<file path="src/hw/rtl/ipv4_l4_checksum_engine_top_macros.svh">
// Assertion macros for the IPv4/L4 checksum engine.
`ifndef IPV4_L4_CHECKSUM_ENGINE_TOP_MACROS_SVH
`define IPV4_L4_CHECKSUM_ENGINE_TOP_MACROS_SVH

`ifndef SYNTHESIS

// Same-cycle implication, disabled in reset.
`define CHK_IMPLIES(label, clk, rst_n, ante, cons) \
	label: assert property (@(posedge clk) disable iff (!rst_n) (ante) |-> (cons)) \
		else $error("assertion failed: same-cycle implication");

// Next-cycle implication, disabled in reset.
`define CHK_NEXT(label, clk, rst_n, ante, cons) \
	label: assert property (@(posedge clk) disable iff (!rst_n) (ante) |=> (cons)) \
		else $error("assertion failed: next-cycle implication");

`else

`define CHK_IMPLIES(label, clk, rst_n, ante, cons)
`define CHK_NEXT(label, clk, rst_n, ante, cons)

`endif

`endif

</file>
<file path="src/hw/rtl/ipv4l4_pkg.sv">
// Shared types, constants and helper functions of the IPv4/L4 checksum engine.
package ipv4l4_pkg;

	localparam int MAX_DATAGRAM_BYTES = 65535;
	localparam int MID_DEPTH = 4;
	localparam int OUT_DEPTH = 4;

	localparam logic [3:0] IPV4_VERSION = 4'd4;
	localparam logic [3:0] MIN_IHL = 4'd5;

	localparam logic [7:0] PROTO_ICMP = 8'd1;
	localparam logic [7:0] PROTO_TCP = 8'd6;
	localparam logic [7:0] PROTO_UDP = 8'd17;

	// word indexes inside the IPv4 header
	localparam logic [15:0] IDX_VER_IHL = 16'd0;
	localparam logic [15:0] IDX_TOTAL_LEN = 16'd1;
	localparam logic [15:0] IDX_PROTO = 16'd4;
	localparam logic [15:0] IDX_HDR_CSUM = 16'd5;
	localparam logic [15:0] IDX_ADDR_FIRST = 16'd6;
	localparam logic [15:0] IDX_ADDR_LAST = 16'd9;
	localparam logic [15:0] MIN_HDR_WORDS = 16'd10;
	localparam logic [15:0] POS_SAT = 16'h8000;

	// checksum word offsets inside the L4 header
	localparam logic [15:0] ICMP_CSUM_OFF = 16'd1;
	localparam logic [15:0] UDP_CSUM_OFF = 16'd3;
	localparam logic [15:0] TCP_CSUM_OFF = 16'd8;

	localparam logic [16:0] MIN_BYTES = 17'd4;
	localparam logic [16:0] PROTO_BYTES = 17'd10;

	typedef enum logic [1:0] {
		CLASS_ICMP  = 2'd0,
		CLASS_UDP   = 2'd1,
		CLASS_TCP   = 2'd2,
		CLASS_OTHER = 2'd3
	} class_t;

	typedef enum logic [1:0] {
		STATUS_OK        = 2'd0,
		STATUS_TRUNCATED = 2'd1,
		STATUS_MALFORMED = 2'd2
	} status_t;

	// classified word handed from front to back
	typedef struct packed {
		logic [15:0] word;
		logic        add_hdr;
		logic        add_addr;
		logic        add_pay;
		logic        last;
		status_t     status;
		class_t      cls;
		logic [15:0] pseudo;
	} word_op_t;

	typedef struct packed {
		logic [15:0] ip_hdr_csum;
		logic [15:0] payload_checksum;
		class_t      cls;
		status_t     status;
	} result_t;

	function automatic logic [15:0] ones_add(input logic [15:0] a, input logic [15:0] b);
		logic [16:0] s;
		s = {1'b0, a} + {1'b0, b};
		return s[15:0] + {15'b0, s[16]};
	endfunction

	function automatic class_t class_of(input logic [7:0] proto);
		class_t c;
		case (proto)
			PROTO_ICMP: c = CLASS_ICMP;
			PROTO_UDP:  c = CLASS_UDP;
			PROTO_TCP:  c = CLASS_TCP;
			default:    c = CLASS_OTHER;
		endcase
		return c;
	endfunction

endpackage

</file>
<file path="src/hw/rtl/ipv4l4_fifo.sv">
// Small register-based FIFO used between engine stages.
module ipv4l4_fifo #(
	parameter int WIDTH = 16,
	parameter int DEPTH = 4
) (
	input  logic             clk,
	input  logic             arst_n,
	input  logic             wr_en,
	input  logic [WIDTH-1:0] wr_data,
	input  logic             rd_en,
	output logic [WIDTH-1:0] rd_data,
	output logic             full,
	output logic             empty
);

	localparam int AW = (DEPTH > 1) ? $clog2(DEPTH) : 1;
	localparam int CW = $clog2(DEPTH + 1);

	logic [WIDTH-1:0] store_q [DEPTH];
	logic [AW-1:0]    wr_ptr_q, rd_ptr_q;
	logic [CW-1:0]    cnt_q;
	logic             do_wr, do_rd;

	assign full    = (cnt_q == CW'(DEPTH));
	assign empty   = (cnt_q == '0);
	assign do_wr   = wr_en && !full;
	assign do_rd   = rd_en && !empty;
	assign rd_data = store_q[rd_ptr_q];

	always_ff @(posedge clk) begin
		if (do_wr) begin
			store_q[wr_ptr_q] <= wr_data;
		end
	end

	always_ff @(posedge clk or negedge arst_n) begin
		if (!arst_n) begin
			wr_ptr_q <= '0;
			rd_ptr_q <= '0;
			cnt_q    <= '0;
		end else begin
			if (do_wr) begin
				wr_ptr_q <= (wr_ptr_q == AW'(DEPTH - 1)) ? '0 : wr_ptr_q + 1'b1;
			end
			if (do_rd) begin
				rd_ptr_q <= (rd_ptr_q == AW'(DEPTH - 1)) ? '0 : rd_ptr_q + 1'b1;
			end
			if (do_wr && !do_rd) begin
				cnt_q <= cnt_q + 1'b1;
			end else if (do_rd && !do_wr) begin
				cnt_q <= cnt_q - 1'b1;
			end
		end
	end

endmodule

</file>
<file path="src/hw/rtl/ipv4l4_front.sv">
// Front end: tracks word position, captures header fields, classifies each word.
module ipv4l4_front (
	input  logic                  clk,
	input  logic                  arst_n,
	input  logic                  accept,
	input  logic [15:0]           packet_word,
	input  logic                  odd_tail,
	input  logic                  last,
	output ipv4l4_pkg::word_op_t  op
);

	logic [15:0] pos_q;
	logic [3:0]  hw_q;
	logic [15:0] len_q;
	logic [7:0]  proto_q;
	logic        vbad_q;

	logic                  odd;
	logic [15:0]           w;
	logic [3:0]            hw_cur;
	logic                  vbad_cur;
	logic [15:0]           len_cur;
	logic [7:0]            proto_cur;
	logic [15:0]           hdr_end;
	logic [15:0]           tw;
	logic [16:0]           len_p1;
	logic [15:0]           off;
	logic                  is_hdr;
	logic                  in_pay;
	logic                  skip;
	ipv4l4_pkg::class_t    cls_q;
	logic [16:0]           bytes;
	logic [16:0]           min_len;
	ipv4l4_pkg::status_t   st;
	ipv4l4_pkg::class_t    cls_out;
	logic [15:0]           l4_len;

	always_comb begin
		odd       = last && odd_tail;
		w         = odd ? {packet_word[15:8], 8'h00} : packet_word;
		hw_cur    = (pos_q == ipv4l4_pkg::IDX_VER_IHL) ? w[11:8] : hw_q;
		vbad_cur  = (pos_q == ipv4l4_pkg::IDX_VER_IHL) ?
			(w[15:12] != ipv4l4_pkg::IPV4_VERSION) : vbad_q;
		len_cur   = (pos_q == ipv4l4_pkg::IDX_TOTAL_LEN) ? w : len_q;
		proto_cur = (pos_q == ipv4l4_pkg::IDX_PROTO) ? w[7:0] : proto_q;

		// past the fixed header all captured fields are settled; a short IHL
		// always ends malformed, so the sums it steers do not matter
		hdr_end = {11'b0, hw_q, 1'b0};
		len_p1  = {1'b0, len_q} + 17'd1;
		tw      = len_p1[16:1];
		is_hdr  = (pos_q < ipv4l4_pkg::MIN_HDR_WORDS) || (pos_q < hdr_end);
		in_pay  = !is_hdr && (pos_q < tw);
		off     = pos_q - hdr_end;
		cls_q   = ipv4l4_pkg::class_of(proto_q);
		case (cls_q)
			ipv4l4_pkg::CLASS_ICMP: skip = (off == ipv4l4_pkg::ICMP_CSUM_OFF);
			ipv4l4_pkg::CLASS_UDP:  skip = (off == ipv4l4_pkg::UDP_CSUM_OFF);
			ipv4l4_pkg::CLASS_TCP:  skip = (off == ipv4l4_pkg::TCP_CSUM_OFF);
			default:                skip = 1'b1;
		endcase

		// end-of-datagram checks
		bytes   = {pos_q, 1'b0} + (odd ? 17'd1 : 17'd2);
		min_len = {11'b0, hw_cur, 2'b00};
		if (vbad_cur || (hw_cur < ipv4l4_pkg::MIN_IHL)) begin
			st = ipv4l4_pkg::STATUS_MALFORMED;
		end else if (bytes < ipv4l4_pkg::MIN_BYTES) begin
			st = ipv4l4_pkg::STATUS_TRUNCATED;
		end else if (({1'b0, len_cur} < min_len) ||
			({1'b0, len_cur} > 17'(ipv4l4_pkg::MAX_DATAGRAM_BYTES))) begin
			st = ipv4l4_pkg::STATUS_MALFORMED;
		end else if (bytes < {1'b0, len_cur}) begin
			st = ipv4l4_pkg::STATUS_TRUNCATED;
		end else begin
			st = ipv4l4_pkg::STATUS_OK;
		end

		if (st == ipv4l4_pkg::STATUS_MALFORMED) begin
			cls_out = ipv4l4_pkg::CLASS_OTHER;
		end else if (st == ipv4l4_pkg::STATUS_TRUNCATED && bytes < ipv4l4_pkg::PROTO_BYTES) begin
			cls_out = ipv4l4_pkg::CLASS_OTHER;
		end else begin
			cls_out = ipv4l4_pkg::class_of(proto_cur);
		end

		l4_len = len_cur - min_len[15:0];

		op.word = w;
		// odd total length: last payload word keeps only its high byte
		if (in_pay && len_q[0] && (pos_q == tw - 16'd1)) begin
			op.word = {w[15:8], 8'h00};
		end
		op.add_hdr  = is_hdr && (pos_q != ipv4l4_pkg::IDX_HDR_CSUM);
		op.add_addr = is_hdr && (pos_q >= ipv4l4_pkg::IDX_ADDR_FIRST) &&
			(pos_q <= ipv4l4_pkg::IDX_ADDR_LAST);
		op.add_pay  = in_pay && !skip;
		op.last     = last;
		op.status   = st;
		op.cls      = cls_out;
		op.pseudo   = ipv4l4_pkg::ones_add({8'h00, proto_cur}, l4_len);
	end

	always_ff @(posedge clk or negedge arst_n) begin
		if (!arst_n) begin
			pos_q   <= '0;
			hw_q    <= '0;
			len_q   <= '0;
			proto_q <= '0;
			vbad_q  <= 1'b0;
		end else if (accept) begin
			if (last) begin
				pos_q   <= '0;
				hw_q    <= '0;
				len_q   <= '0;
				proto_q <= '0;
				vbad_q  <= 1'b0;
			end else begin
				if (pos_q != ipv4l4_pkg::POS_SAT) begin
					pos_q <= pos_q + 16'd1;
				end
				if (pos_q == ipv4l4_pkg::IDX_VER_IHL) begin
					hw_q   <= hw_cur;
					vbad_q <= vbad_cur;
				end
				if (pos_q == ipv4l4_pkg::IDX_TOTAL_LEN) begin
					len_q <= len_cur;
				end
				if (pos_q == ipv4l4_pkg::IDX_PROTO) begin
					proto_q <= proto_cur;
				end
			end
		end
	end

endmodule

</file>
<file path="src/hw/rtl/ipv4l4_back.sv">
// Back end: one's-complement accumulators and a two-stage checksum finish.
module ipv4l4_back (
	input  logic                  clk,
	input  logic                  arst_n,
	input  logic                  op_avail,
	input  ipv4l4_pkg::word_op_t  op,
	output logic                  op_take,
	input  logic                  res_full,
	output logic                  res_valid,
	output ipv4l4_pkg::result_t   res
);

	logic [15:0] hs_q, ps_q, as_q;
	logic [15:0] hs_n, ps_n, as_n;
	logic        en;

	logic                 v_s1;
	logic [15:0]          hs_s1, ps_s1, as_s1, pseudo_s1;
	ipv4l4_pkg::class_t   cls_s1;
	ipv4l4_pkg::status_t  st_s1;

	logic                 v_s2;
	logic [15:0]          hc_s2, ps_s2, sum_s2, pseudo_s2;
	ipv4l4_pkg::class_t   cls_s2;
	ipv4l4_pkg::status_t  st_s2;

	logic [15:0] pc;

	// whole back end holds while the result queue is full
	assign en      = !res_full;
	assign op_take = op_avail && en;

	always_comb begin
		hs_n = op.add_hdr  ? ipv4l4_pkg::ones_add(hs_q, op.word) : hs_q;
		as_n = op.add_addr ? ipv4l4_pkg::ones_add(as_q, op.word) : as_q;
		ps_n = op.add_pay  ? ipv4l4_pkg::ones_add(ps_q, op.word) : ps_q;
	end

	always_ff @(posedge clk or negedge arst_n) begin
		if (!arst_n) begin
			hs_q <= '0;
			ps_q <= '0;
			as_q <= '0;
			v_s1 <= 1'b0;
			v_s2 <= 1'b0;
		end else if (en) begin
			if (op_take) begin
				if (op.last) begin
					hs_q <= '0;
					ps_q <= '0;
					as_q <= '0;
				end else begin
					hs_q <= hs_n;
					ps_q <= ps_n;
					as_q <= as_n;
				end
			end
			v_s1 <= op_take && op.last;
			v_s2 <= v_s1;
		end
	end

	always_ff @(posedge clk) begin
		if (en) begin
			hs_s1     <= hs_n;
			ps_s1     <= ps_n;
			as_s1     <= as_n;
			pseudo_s1 <= op.pseudo;
			cls_s1    <= op.cls;
			st_s1     <= op.status;

			hc_s2     <= (st_s1 == ipv4l4_pkg::STATUS_OK) ? ~hs_s1 : 16'h0000;
			ps_s2     <= ps_s1;
			sum_s2    <= ipv4l4_pkg::ones_add(ps_s1, as_s1);
			pseudo_s2 <= pseudo_s1;
			cls_s2    <= cls_s1;
			st_s2     <= st_s1;
		end
	end

	always_comb begin
		pc = 16'h0000;
		if (st_s2 == ipv4l4_pkg::STATUS_OK) begin
			case (cls_s2)
				ipv4l4_pkg::CLASS_ICMP: pc = ~ps_s2;
				ipv4l4_pkg::CLASS_UDP,
				ipv4l4_pkg::CLASS_TCP:  pc = ~ipv4l4_pkg::ones_add(sum_s2, pseudo_s2);
				default:                pc = 16'h0000;
			endcase
		end
		res.ip_hdr_csum      = hc_s2;
		res.payload_checksum = pc;
		res.cls              = cls_s2;
		res.status           = st_s2;
	end

	assign res_valid = v_s2 && en;

endmodule

</file>
<file path="src/hw/rtl/ipv4_l4_checksum_engine_top.sv">
// IPv4 header and ICMP/UDP/TCP checksum engine, one 16-bit word per beat.
// Throughput: one word beat per cycle, sustained, both sides unstalled.
// Path: a datagram's result passes the word queue, the two finish stages and the result queue
// before it shows on the outputs; a full result queue holds the whole back end.
// Reset: arst_n clears positions, sums and both queues; results pending are dropped.
`include "ipv4_l4_checksum_engine_top_macros.svh"

module ipv4_l4_checksum_engine_top #(
	parameter int MID_DEPTH = ipv4l4_pkg::MID_DEPTH,
	parameter int OUT_DEPTH = ipv4l4_pkg::OUT_DEPTH
) (
	input  logic        clk,
	input  logic        arst_n,
	input  logic        push,
	output logic        full,
	input  logic [15:0] packet_word,
	input  logic        odd_tail,
	input  logic        last,
	output logic        empty,
	input  logic        pop,
	output logic [15:0] ip_hdr_csum,
	output logic [15:0] payload_checksum,
	output logic [1:0]  protocol_class,
	output logic [1:0]  status
);

	localparam int OP_W  = $bits(ipv4l4_pkg::word_op_t);
	localparam int RES_W = $bits(ipv4l4_pkg::result_t);

	logic                 in_beat;
	ipv4l4_pkg::word_op_t op_in, op_head;
	logic                 mid_empty, op_take;
	logic                 res_full, res_valid;
	ipv4l4_pkg::result_t  res_in, res_head;

	assign in_beat = push && !full;

	ipv4l4_front u_front (
		.clk         (clk),
		.arst_n      (arst_n),
		.accept      (in_beat),
		.packet_word (packet_word),
		.odd_tail    (odd_tail),
		.last        (last),
		.op          (op_in)
	);

	ipv4l4_fifo #(
		.WIDTH (OP_W),
		.DEPTH (MID_DEPTH)
	) u_midq (
		.clk     (clk),
		.arst_n  (arst_n),
		.wr_en   (in_beat),
		.wr_data (op_in),
		.rd_en   (op_take),
		.rd_data (op_head),
		.full    (full),
		.empty   (mid_empty)
	);

	ipv4l4_back u_back (
		.clk       (clk),
		.arst_n    (arst_n),
		.op_avail  (!mid_empty),
		.op        (op_head),
		.op_take   (op_take),
		.res_full  (res_full),
		.res_valid (res_valid),
		.res       (res_in)
	);

	ipv4l4_fifo #(
		.WIDTH (RES_W),
		.DEPTH (OUT_DEPTH)
	) u_outq (
		.clk     (clk),
		.arst_n  (arst_n),
		.wr_en   (res_valid),
		.wr_data (res_in),
		.rd_en   (pop),
		.rd_data (res_head),
		.full    (res_full),
		.empty   (empty)
	);

	assign ip_hdr_csum      = res_head.ip_hdr_csum;
	assign payload_checksum = res_head.payload_checksum;
	assign protocol_class   = res_head.cls;
	assign status           = res_head.status;

	// a finished result is never offered to a full result queue
	`CHK_IMPLIES(a_res_room, clk, arst_n, res_valid, !res_full)
	// error results carry no checksums
	`CHK_IMPLIES(a_err_zero, clk, arst_n, !empty && (status != ipv4l4_pkg::STATUS_OK),
		(ip_hdr_csum == 16'h0000) && (payload_checksum == 16'h0000))
	// malformed datagrams report no protocol
	`CHK_IMPLIES(a_mal_cls, clk, arst_n, !empty && (status == ipv4l4_pkg::STATUS_MALFORMED),
		protocol_class == ipv4l4_pkg::CLASS_OTHER)
	// back end takes a word whenever one waits and results have room
	`CHK_NEXT(a_mid_drain, clk, arst_n, !mid_empty && !res_full && !in_beat,
		$past(op_take))

endmodule

</file>
<file path="config.mk">
export PLATFORM = sky130hd
export DESIGN_NAME = ipv4_l4_checksum_engine_top
export DESIGN_NICKNAME = d
export VERILOG_FILES = /design/src/hw/rtl/ipv4l4_pkg.sv /design/src/hw/rtl/ipv4l4_fifo.sv /design/src/hw/rtl/ipv4l4_front.sv /design/src/hw/rtl/ipv4l4_back.sv /design/src/hw/rtl/ipv4_l4_checksum_engine_top.sv
export VERILOG_INCLUDE_DIRS = /design/src /design/src/hw/rtl
export SDC_FILE = /design/constraint.sdc
export NUM_CORES = 1
export LEC_CHECK = 0
export ABC_AREA = 0
export BUFFER_PORTS_ARGS = -buffer_cell sky130_fd_sc_hd__buf_4
export CAP_MARGIN = 5
export CORE_UTILIZATION = 35
export DETAILED_ROUTE_END_ITERATION = 8
export HOLD_SLACK_MARGIN = 0.12
export PLACE_DENSITY = 0.57
export SLEW_MARGIN = 20
export SYNTH_ARGS = -nofsm -noshare
export SYNTH_HDL_FRONTEND = slang
export SYNTH_SLANG_ARGS = --single-unit
</file>
<file path="constraint.sdc">
create_clock -name clk -period 7.14 [get_ports clk]
set_clock_uncertainty 0.1 [all_clocks]
set_input_delay 0 -clock clk [delete_from_list [all_inputs] [get_ports clk]]
set_output_delay 0 -clock clk [all_outputs]
set_load 0.02 [all_outputs]
</file>
## After elaboration in Yosys (flattened, before gate mapping)

Memory sizes are Yosys's and may differ from the RTL's.
Index checks and enable logic that the tools add are counted.
Widths: inputs -> output; s select.

| word-level totals | value |
|---|---|
| register bits after elaboration | 245 |
| RAM bits | 304 |
| input bits | 22 |
| output and inout bits | 38 |
| word-level logic and storage cells | 195 |
| memories | 2 |

| operators by class | value |
|---|---|
| add/sub/neg operators | 26 |
| $lt $le $gt $ge | 10 |
| eq/ne operators | 27 |
| multiplexer cells | 46 |
| bitwise gates (word level) | 4 |
| reduce and logical (&&, ||, !) cells | 52 |

Memory list:

| memory | words | bits a word | read ports | clocked after memory_dff | wr ports | line | source |
|---|---|---|---|---|---|---|---|
| u_midq.store_q | 4 | 40 | 1 | 0 | 1 | ipv4l4_fifo.sv:19 | `logic [WIDTH-1:0] store_q [DEPTH];` |
| u_outq.store_q | 4 | 36 | 1 | 0 | 1 | ipv4l4_fifo.sv:19 |  |

Operator list:

| cell | count |
|---|---|
| $mux 16 | 12 |
| $add 16x1->16 | 6 |
| $add 16x16->17 | 5 |
| $not 16->16 | 3 |
| $mux 8 | 5 |
| $eq 16x1->1 const B | 2 |
| $pmux 16 s2 | 1 |
| $logic_and 1x1->1 | 21 |
| $mux 2 | 10 |
| $add 16x1->17 const B | 1 |
| $add 17x17->17 | 1 |
| $add 8x16->17 | 1 |
| $lt 17x16->1 | 1 |
| $lt 17x3->1 const B | 1 |
| $lt 17x4->1 const B | 1 |
| $add 16x1->16 const B | 1 |
| $eq 16x16->1 | 1 |
| $eq 16x2->1 const B | 1 |
| $eq 16x3->1 const B | 1 |
| $eq 16x4->1 const B | 1 |
| $eq 8x1->1 const B | 2 |
| $eq 8x3->1 const B | 2 |
| $eq 8x5->1 const B | 2 |
| $ge 16x3->1 const B | 1 |
| other kinds (32) | 82 |

## Longest topological paths before layout

Gate-level depths: netlist (run 1).

| logic depth | value |
|---|---|
| depth after elaboration | 12 |
| mapped depth | 33 |
| depth with buffers taken out | 30 |

## Hierarchy

From an unflattened synthesis (run 1), not the netlist that was laid out.

| unflattened totals | value |
|---|---|
| cell total of the unflattened synthesis | 2476 |
| area, all modules | 30334.1 um^2 |

By module, submodules not included:

| module | instances | cells an instance | area an instance (um^2) | seq. area each (um^2) |
|---|---|---|---|---|
| ipv4l4_back | 1 | 1165 | 11921.4 | 5335.1 |
| ipv4l4_front | 1 | 837 | 6516.2 | 1126.1 |
| ipv4l4_fifo at u_midq | 1 | 247 | 6242.2 | 4979.8 |
| ipv4l4_fifo at u_outq | 1 | 225 | 5636.7 | 4499.3 |
| ipv4_l4_checksum_engine_top | 1 | 2 | 17.5 | 0.0 |

## Least setup slack after synthesis (run 1)

No wires, ideal clock.

| timing | value |
|---|---|
| kind | reg2reg |
| start | reg u_front.pos_q[1] |
| end | mem u_midq.store_q[0][15] in the netlist's numbering, data pin |
| library setup time | 0.180 ns |
| arrival | 6.621 ns |
| data required time | 6.860 ns |
| setup slack | 0.238 ns |
| stages on the path, launching flop included | 30 |
| buffers on the path | 4 |
| clock period less this slack | 6.902 ns |
| path through | dfrtp_1 inv_1 ha_1 or4b_2 or4_4 buf_6 buf_6 clkbuf_1 clkbuf_1 a21oi_1 ha_1 inv_1 fa_1 a21o_1 a211oi_1 mux2i_1 o21a_1 or3_1 mux2i_1 and2_1 nand2_1 nor3_1 ha_1 nand3_1 nor2_1 and3_1 nand3_1 or3_4 a211oi_2 xor2_1 |

RTL lines:

| item | line | source |
|---|---|---|
| start, declared | ipv4l4_front.sv:12 | `logic [15:0] pos_q;` |
| start signal, assigned | ipv4l4_front.sv:120 | `pos_q <= pos_q + 16'd1;` |
| end, declared | ipv4l4_fifo.sv:19 |  |

==> impl_metrics.py, run 1 <==
metrics = {
    "clock_network": {
        "clk_pin_slew_ps": 60,
        "cts.sink_count": 549,
        "clockBufferDepth": 3,
        "clk_latency_ps": 640,
        "cts_made_buffers": 61,
        "clockRootBuffer": "clkbuf_16",
        "cts_tree": "built",
        "cts_max_level": 2,
    },
    "setup_path": {
        "worstRegToRegCells": 28,
        "critPathLaunch": "u_front.pos_q[1]$_DFFE_PN0P_",
        "cp_slowest_cell": "or4b_2",
        "cp.arrival_ps": 7100,
        "cpPeakStageDelay_ps": 630,
        "crit_top_cell": "ha_1",
        "worst-path-max-fanout": 8,
        "r2r_setup_slack_ps": 400,
        "crit_end": "u_midq.store_q[3][15]$_DFFE_PP_",
        "end_kind": "flop",
        "critical_path_class": "flop to flop",
        "r2r_end": "u_midq.store_q[3][15]$_DFFE_PP_",
        "critPathLaunchType": "flop",
        "required_ps": 7500,
        "reg2reg_from": "u_front.pos_q[1]$_DFFE_PN0P_",
    },
    "route": {
        "drtPass1Iterations": 7,
        "dr.first_iter.drc_count": 1388,
        "wirelength_microns": 72030,
        "via_count": 19720,
        "via_per_inst": 5.317,
        "drt-wirelength-per-cell_microns": 19.42,
        "drc": 0,
        "ant_nets": 0,
    },
    "global_route": {
        "gr-total-overflow": 0,
        "grt_pass1_vias": 19690,
        "grt_max_degree": 77,
        "grt_usage": 0.1655,
        "grt_antenna_before_repair": 0,
        "grt_first_pass_wirelength_microns": 111800,
    },
    "synthesis": {
        "ys_ff_latch": 549,
        "syn_area_sq_um": 29860,
        "avgSynthCellArea_sq_um": 12.30,
        "synth_fp_nets": 2623,
        "synth_edf_count": 440,
        "synth.distinct_cells": 91,
        "ys_warn_count": 0,
        "ys_dominant_reg_cell": "edfxtp_1",
        "async_flop_share": 0.1985,
        "yosysSeqAreaShare": 0.5337,
        "syn_inst": 2428,
    },
    "die": {
        "core_region_area_sq_um": 84090,
        "dieWidth_microns": 294.1,
        "die_h_microns": 294.1,
        "start_util": 0.3552,
        "rows": 106,
        "die_area_sq_um": 86500,
        "ioPinCount": 60,
    },
    "layout": {
        "top_regs": "u_midq.store_q: 160 flops, u_outq.store_q: 144 flops",
        "layout_common_cells": "440 x edfxtp_1, 176 x nor2_1, 163 x ha_1",
        "drive_above_1_share": 0.1294,
        "largest_reg_flops": 160,
        "layout.nets": 2717,
        "layout_commonest_cell": "edfxtp_1",
        "diodes": 0,
        "fillers": 7918,
        "syn_to_final_growth_pct": 14.11,
        "max_flop_register": "u_midq.store_q",
        "fin_area_sq_um": 34080,
    },
    "flow_run": {
        "maxCapViolCount": 0,
    },
    "status": {
        "status": "finished clean",
    },
    "placement": {
        "place.gp.congestion": 0.9063,
        "post-dp-hpwl_microns": 52260,
        "placed_area_sq_um": 31600,
        "io_buffer_count": 59,
    },
    "timing": {
        "fmax_mhz": 148.3,
        "drv_slew": 0,
        "tightest_slew_ps": 1001,
        "finalHoldViolations": 0,
        "min_period_ps": 6742,
        "fin_crit_sh": 0.9443,
        "setup_violations": 0,
        "relSlewSlack": 0.3325,
    },
    "hold_path": {
        "hold_path_class": "input pin to flop",
    },
}
-- per-stage QoR --
step / util / cells / hold slack [ps] / setup TNS (ps) / worst slack, ps
after floorplan: - / 2428 / -395.6 / 0 / 238.3
after global placement: 0.3758 / 3558 / -131.5 / 0 / 299.4
after detailed placement: 0.3758 / 3558 / -120.8 / 0 / 138.5
after CTS: 0.4046 / 3706 / 129.6 / 0 / 155.5
after global routing: 0.4053 / 3708 / 163.5 / -23.87 / -6.194
final: 0.4053 / 3708 / 160.1 / 0 / 397.7
-- routing by layer --
| metal | vias to the layer above | track usage | share of wire |
|---|---|---|---|
| met5 | - | 0 | 0 |
| met4 | 0 | 0.04573 | 0.023 |
| met3 | 93 | 0.02092 | 0.039 |
| met2 | 429 | 0.2776 | 0.47 |
| met1 | 9803 | 0.2243 | 0.47 |
| li1 | 9391 | - | - |
-- worst min-delay path by stage --
| stage | slack, ps | from | endpoint | cells after the start |
|---|---|---|---|---|
| after CTS | 130 | packet_word[11] | u_midq.store_q[2][35]$_DFFE_PP_ | 2 |
| after global routing | 160 | packet_word[11] | u_midq.store_q[2][35]$_DFFE_PP_ | 2 |
| final | 160 | packet_word[10] | u_midq.store_q[2][34]$_DFFE_PP_ | 2 |
| after detailed placement | -120 | arst_n | u_front.pos_q[7]$_DFFE_PN0P_ | 1 |
| after global placement | -130 | arst_n | u_front.pos_q[7]$_DFFE_PN0P_ | 1 |
| after floorplan | -400 | arst_n | u_back.as_q[0]$_DFFE_PN0P_ | 0 |
-- what timing repair did --
action                                  4_1_cts  5_1_grt
setup buffers                                 0        2
gates resized for setup                       0        9
hold buffers                                 33        0
endpoints found under the setup margin        0       24
endpoints found under the hold margin       179        0
-- area by class of cell --
cell class,count,area [sq um],area share
Sequential cell,549,15940,0.4678
Inverter,77,289.0,0.008481
Clock buffer,91,1710,0.05019
Clock inverter,24,364.1,0.01068
Multi-Input combinational cell,1708,13320,0.3909
Timing Repair Buffer,125,1031,0.03025
Tap cell,1134,1419,0.04163
-- Yosys cell counts, types with 68 or more instances --
cell type / instances / area, sq um
a21oi_1: 122 / 610.6
clkbuf_1: 79 / 296.5
dfrtp_1: 109 / 2728
edfxtp_1: 440 / 13210
ha_1: 163 / 2039
inv_1: 76 / 285.3
mux4_2: 76 / 1712
nand2_1: 153 / 574.3
nand3_1: 68 / 340.3
nor2_1: 179 / 671.9
o21ai_0: 102 / 510.5
xnor2_1: 125 / 1095
xor2_1: 90 / 788.3
-- kinds of logic after synthesis --
logic type / share of synthesized area
XOR/XNOR: 0.06590
buffers and inverters: 0.02254
multiplexers: 0.07395
AO/OA/AOI/OAI: 0.1120
adder cells (fa/ha/maj): 0.07533
flip-flops: 0.5337
AND/OR/NAND/NOR: 0.1166
-- worst max-delay path: cells and delay by family, from the launching register on --
| kind | cells | cell delay, ps |
|---|---|---|
| AOI/OAI and AO/OA | 5 | 820 |
| buffers and inverters | 3 | 400 |
| and+or+nand+nor | 14 | 3470 |
| adders and majority gates | 4 | 1060 |
| xor gates and xnor gates | 2 | 340 |
| DFF | 1 | 380 |
Power of run 1 is left out: the tool's default activity adds up to more than one toggle a clock period on the data nets, which glitch-free logic cannot reach.
==> run 2, diff against run 1 <==
--- a/config.mk
+++ b/config.mk
@@ -11,2 +11,3 @@
 export CAP_MARGIN = 5
+export CORE_MARGIN = 2
 export CORE_UTILIZATION = 35
==> constraint.sdc (replaced) <==
create_clock -name clk -period 7.14 [get_ports clk]
set_clock_uncertainty 0.1 [all_clocks]
set_input_delay 1.071 -clock clk [delete_from_list [all_inputs] [get_ports clk]]
set_output_delay 1.071 -clock clk [all_outputs]
set_load 0.02 [all_outputs]
==> run 2 against run 1 <==
Effect of this change:
- global-route usage rose by 0.12 points
- die area is 1.4% higher
- setup slack lost 4.9 ps
- fmax about the same
- critical path type unchanged
- critical endpoint is now u_midq.store_q[0][15]$_DFFE_PP_
==> impl_metrics.py, run 2 (same netlist as run 1, synthesis figures left out) <==
metrics = {
    "route": {
        "via_count": 19640,
        "ant_nets": 0,
        "dr.first_iter.drc_count": 1430,
        "wirelength_microns": 72970,
        "drc": 0,
        "via_per_inst": 5.328,
        "drt-wirelength-per-cell_microns": 19.79,
        "drtPass1Iterations": 5,
    },
    "timing": {
        "tightest_slew_ps": 1002,
        "relSlewSlack": 0.3318,
        "setup_violations": 0,
        "rsz0062_at_grt": "no",
        "fin_crit_sh": 0.9450,
        "fmax_mhz": 148.2,
        "min_period_ps": 6747,
        "drv_slew": 0,
        "finalHoldViolations": 0,
        "final.setup.tns_ps": 0,
    },
    "global_route": {
        "grt_max_degree": 59,
        "grt_antenna_before_repair": 1,
        "grt_usage": 0.1667,
        "gr-total-overflow": 0,
        "grt_pass1_vias": 19970,
        "grt_first_pass_wirelength_microns": 114600,
    },
    "placement": {
        "io_buffer_count": 59,
        "placed_area_sq_um": 31630,
        "post-dp-hpwl_microns": 52760,
        "place.gp.congestion": 0.9092,
    },
    "clock_network": {
        "cts_max_level": 2,
        "cts.sink_count": 549,
        "cts_made_buffers": 61,
        "clockBufferDepth": 3,
        "holdBufCountCts": 0,
        "clk_latency_ps": 630,
        "clockRootBuffer": "clkbuf_16",
        "clk_pin_slew_ps": 60,
        "cts_tree": "built",
    },
    "layout": {
        "layout_commonest_cell": "edfxtp_1",
        "syn_to_final_growth_pct": 13.21,
        "max_flop_register": "u_midq.store_q",
        "largest_reg_flops": 160,
        "diodes": 0,
        "layout.nets": 2688,
        "fin_area_sq_um": 33810,
        "layout_common_cells": "440 x edfxtp_1, 176 x nor2_1, 162 x ha_1",
        "fillers": 8078,
        "top_regs": "u_midq.store_q: 160 flops, u_outq.store_q: 144 flops",
        "drive_above_1_share": 0.1365,
    },
    "die": {
        "core_region_area_sq_um": 84880,
        "dieWidth_microns": 296.1,
        "ioPinCount": 60,
        "start_util": 0.3519,
        "die_area_sq_um": 87680,
        "die_h_microns": 296.1,
        "rows": 107,
    },
    "setup_path": {
        "critical_path_class": "flop to flop",
        "worst-path-buf-inv": 4,
        "worst-path-max-fanout": 6,
        "required_ps": 7490,
        "cp_top_family": "simple AND/OR/NAND/NOR gates",
        "cpPeakStageDelay_ps": 640,
        "cp_slowest_cell": "or4b_2",
        "end_kind": "flop",
        "critPathLaunchType": "flop",
        "cp.arrival_ps": 7090,
    },
    "status": {
        "status": "finished clean",
    },
    "flow_run": {
        "maxCapViolCount": 0,
    },
    "hold_path": {
        "hold_path_class": "input pin to asynchronous set/reset pin",
    },
}
==> run 2: area by class of cell <==
cell class              count  area (sq um)  share of cell area
flip-flops and latches    549         15940              0.4716
repair buffers             96         718.2             0.02124
clock buffers              73          1582             0.04678
multi-input cells        1708         13330              0.3943
inverters                  77         289.0            0.008548
clock inverters            40         516.7             0.01528
well taps                1144          1431             0.04233
==> run 2: path summary, 6_finish.rpt <==
path,end,slack (ps),cells past startpoint,startpoint
setup / recovery,u_midq.store_q[0][15]$_DFFE_PP_,390,25,u_front.pos_q[1]$_DFFE_PN0P_
hold / removal,u_front.len_q[3]$_DFFE_PN0P_,300,1,arst_n
setup reg to reg,u_midq.store_q[0][15]$_DFFE_PP_,390,25,u_front.pos_q[1]$_DFFE_PN0P_
hold reg to reg,u_back.pseudo_s2[15]$_DFFE_PN_,310,0,u_back.pseudo_s1[15]$_DFFE_PN_
max in group asynchronous,u_front.len_q[13]$_DFFE_PN0P_,5040,3,arst_n
min in group clk,u_back.pseudo_s2[15]$_DFFE_PN_,310,0,u_back.pseudo_s1[15]$_DFFE_PN_
==> run 2: through the flow <==
step	worst slack, ps	util	instances	hold slack [ps]
final	392.8	0.3983	3687	303.2
after global routing	6.236	0.3983	3687	300.2
after CTS	99.73	0.3974	3682	284.5
after detailed placement	91.04	0.3727	3569	304.5
after global placement	369.6	0.3725	3569	305.7
after floorplan	238.3	-	2428	300.3
==> run 2: timing repair <==
item,in CTS,in global routing
endpoints found under the hold margin,0,0
setup endpoints to repair,0,24
resized for setup,0,11
setup buffers,0,5
==> run 2: metal layers <==
metal  vias up  GRT usage  share of wire
met3        82    0.02001          0.039
met1      9781     0.2240           0.46
met4         0    0.03979          0.018
met2       429     0.2867           0.49
li1       9352          -              -
met5         -          0              0
Power of run 2 is left out for the same reason.
==> run 3, diff against run 2 <==
- MAX_ROUTING_LAYER: not set -> met4
- SYNTH_HIERARCHICAL: not set -> 1
==> run 3 against run 2 <==
Effect of this change:
- global-route usage increased by 0.41 points
- routed wire length increased by 2.5%
- cell count is 0.68% higher
- critical path depth grew 1
- fmax increased by 3.3%
- setup slack gained 220 ps
- synthesized cell count rose by 2.0%
- clock-buffer cell count shrank 4
- design area increased by 0.52%
- first-iteration DRC count fell by 14%
==> impl_metrics.py, run 3 <==
metrics = {
    "layout": {
        "layout.nets": 2710,
        "syn_to_final_growth_pct": 12.04,
        "layout_commonest_cell": "edfxtp_1",
        "fillers": 8042,
        "drive_above_1_share": 0.1375,
        "max_flop_register": "u_midq/store_q",
        "fin_area_sq_um": 33990,
        "layout_common_cells": "440 x edfxtp_1, 196 x nor2_1, 160 x ha_1",
        "largest_reg_flops": 160,
        "top_regs": "u_midq/store_q: 160 flops, u_outq/store_q: 144 flops",
    },
    "timing": {
        "min_period_ps": 6529,
        "setup_violations": 0,
        "rsz0062_at_grt": "no",
        "drv_slew": 0,
        "fmax_mhz": 153.2,
        "tightest_slew_ps": 1095,
        "fin_crit_sh": 0.9145,
        "finalHoldViolations": 0,
        "final.setup.tns_ps": 0,
        "holdWs_ps": 315.4,
        "relSlewSlack": 0.2675,
    },
    "synthesis": {
        "ys_ff_latch": 549,
        "synth_largest_area_cell": "edfxtp_1",
        "synth.distinct_cells": 111,
        "yosysTopAreaCellShare": 0.4356,
        "ys_dominant_reg_cell": "edfxtp_1",
        "ys_warn_count": 6,
        "synth_fp_nets": 2668,
        "ys_top_cells_by_area": "edfxtp_1 44%, dfrtp_1 9.0%, ha_1 6.6%, mux4_2 5.6%, xnor2_1 4.0%",
        "synth_most_common_cell": "edfxtp_1",
        "syn_inst": 2476,
        "async_flop_share": 0.1985,
        "synth_top_cells_by_count": "440 x edfxtp_1, 198 x nor2_1, 160 x ha_1",
        "avgSynthCellArea_sq_um": 12.25,
        "yosysSeqAreaShare": 0.5255,
        "synth_edf_count": 440,
        "syn_area_sq_um": 30330,
    },
    "setup_path": {
        "critPathLaunchType": "flop",
        "required_ps": 7370,
        "cp.depth": 26,
        "cp_slowest_cell": "or4_1",
        "worst-path-max-fanout": 9,
        "r2r_setup_slack_ps": 610,
        "crit_top_cell": "ha_1",
        "worst-path-buf-inv": 2,
        "cp_top_family": "simple AND/OR/NAND/NOR gates",
        "critical_path_class": "flop to flop",
        "cpPeakStageDelay_ps": 620,
        "cp.arrival_ps": 6760,
        "worstRegToRegCells": 26,
        "reg2reg_from": "u_front/pos_q[7]$_DFFE_PN0P_",
        "r2r_end": "u_midq/store_q[0][14]$_DFFE_PP_",
        "end_kind": "flop",
    },
    "global_route": {
        "grt_first_pass_wirelength_microns": 116000,
        "grt_usage": 0.1708,
        "grt_pass1_vias": 19550,
        "grt_max_degree": 73,
        "gr-total-overflow": 0,
        "grt_antenna_before_repair": 0,
    },
    "clock_network": {
        "clk_latency_ps": 640,
        "clockBufferDepth": 3,
        "cts_made_buffers": 59,
        "cts_tree": "built",
        "cts.sink_count": 549,
        "cts_max_level": 2,
        "clockRootBuffer": "clkbuf_16",
        "clk_pin_slew_ps": 60,
    },
    "die": {
        "ioPinCount": 60,
        "rows": 107,
        "core_region_area_sq_um": 85550,
        "die_area_sq_um": 89040,
        "die_h_microns": 298.4,
        "start_util": 0.3546,
        "dieWidth_microns": 298.4,
    },
    "route": {
        "dr.first_iter.drc_count": 1224,
        "ant_nets": 0,
        "drt-wirelength-per-cell_microns": 20.14,
        "drc": 0,
        "wl_met3_microns": 2710,
        "wl_met1_microns": 33710,
        "drtPass1Iterations": 5,
        "via_per_inst": 5.374,
        "wirelength_microns": 74780,
        "top_layer": "met4",
        "wl_met2_microns": 36370,
        "via_count": 19950,
    },
    "placement": {
        "post-dp-hpwl_microns": 54450,
        "place.gp.congestion": 0.9112,
        "io_buffer_count": 59,
        "placed_area_sq_um": 31920,
    },
    "hold_path": {
        "hold_path_class": "flop to flop",
        "holdPathEnd": "u_back/pseudo_s2[11]$_DFFE_PN_",
        "worstHoldStart": "u_back/pseudo_s1[11]$_DFFE_PN_",
        "whs_path_depth": 0,
    },
    "flow_run": {
        "maxCapViolCount": 0,
    },
    "status": {
        "status": "finished clean",
    },
}
## run 3: cell families after synthesis
kind of cell / count (synthesis) / share of synthesized area
adders and majority gates: 171 / 0.07297
xor gates and xnor gates: 228 / 0.06798
buffers and inverters: 193 / 0.02871
DFF: 549 / 0.5255
muxes: 115 / 0.07123
AOI/OAI and AO/OA: 519 / 0.1127
and+or+nand+nor: 701 / 0.1209
## run 3: timing repair
| item | CTS | global route |
|---|---|---|
| hold buffers | 0 | 0 |
| endpoints found under the setup margin | 0 | 12 |
| setup buffers | 0 | 2 |
| gates resized for setup | 0 | 4 |
## run 3: stage by stage
step / setup WS [ps] / cells / util
after floorplan: 1140 / 2476 / -
after global placement: 573.2 / 3599 / 0.3730
after detailed placement: 558.3 / 3599 / 0.3732
after CTS: 539.8 / 3709 / 0.3968
after global routing: 16.44 / 3711 / 0.3972
final: 610.6 / 3712 / 0.3973
## run 3: worst register-to-register path, cell delays in order, from the launching register on
cell and delay [ps]:
dfrtp_1 370, or4_1 620, nor3_1 320, nand3_1 400, a21oi_1 370, ha_1 190, inv_1 60, fa_1 400
a21o_1 240, nor2_1 110, mux2i_1 140, o21a_2 220, xor2_1 150, ha_1 360, o21a_1 120, nor2_1 40
inv_1 90, o41ai_2 150, nor4_1 280, ha_1 210, ha_1 210, nand4_1 110, a211oi_2 300, nand3_1 160
nor2b_1 210, nand4_1 120, xor2_1 200
## run 3: final cells by class
| cell class | instances | area, sq um | area share |
|---|---|---|---|
| diodes | 1 | 2.502 | 0.00007363 |
| flip-flops and latches | 549 | 15940 | 0.4691 |
| clock inverters | 41 | 494.2 | 0.01454 |
| clock buffers | 69 | 1524 | 0.04484 |
| multi-input cells | 1734 | 13580 | 0.3996 |
| inverters | 79 | 299.0 | 0.008799 |
| well taps | 1144 | 1431 | 0.04212 |
| repair buffers | 95 | 713.2 | 0.02098 |
## run 3: per-layer routing
metal  up-vias  track usage
li1       9416            -
met1      9972       0.2241
met2       452       0.2811
met3       109      0.01847
met4         0      0.04750
met5         -            -
## run 3: how the worst max path moves through the flow
stage,start,end,slack (ps)
5_1_grt,u_front/pos_q[7]$_DFFE_PN0P_,u_midq/store_q[0][14]$_DFFE_PP_,20
3_5_place_dp,u_front/pos_q[7]$_DFFE_PN0P_,u_midq/store_q[0][14]$_DFFE_PP_,560
3_3_place_gp,u_front/pos_q[7]$_DFFE_PN0P_,u_midq/store_q[0][14]$_DFFE_PP_,570
2_1_floorplan,u_front/pos_q[5]$_DFFE_PN0P_,u_midq/store_q[0][14]$_DFFE_PP_,1140
6_report,u_front/pos_q[7]$_DFFE_PN0P_,u_midq/store_q[0][14]$_DFFE_PP_,610
4_1_cts,u_front/pos_q[7]$_DFFE_PN0P_,u_midq/store_q[0][14]$_DFFE_PP_,540
Power of run 3 is left out for the same reason.
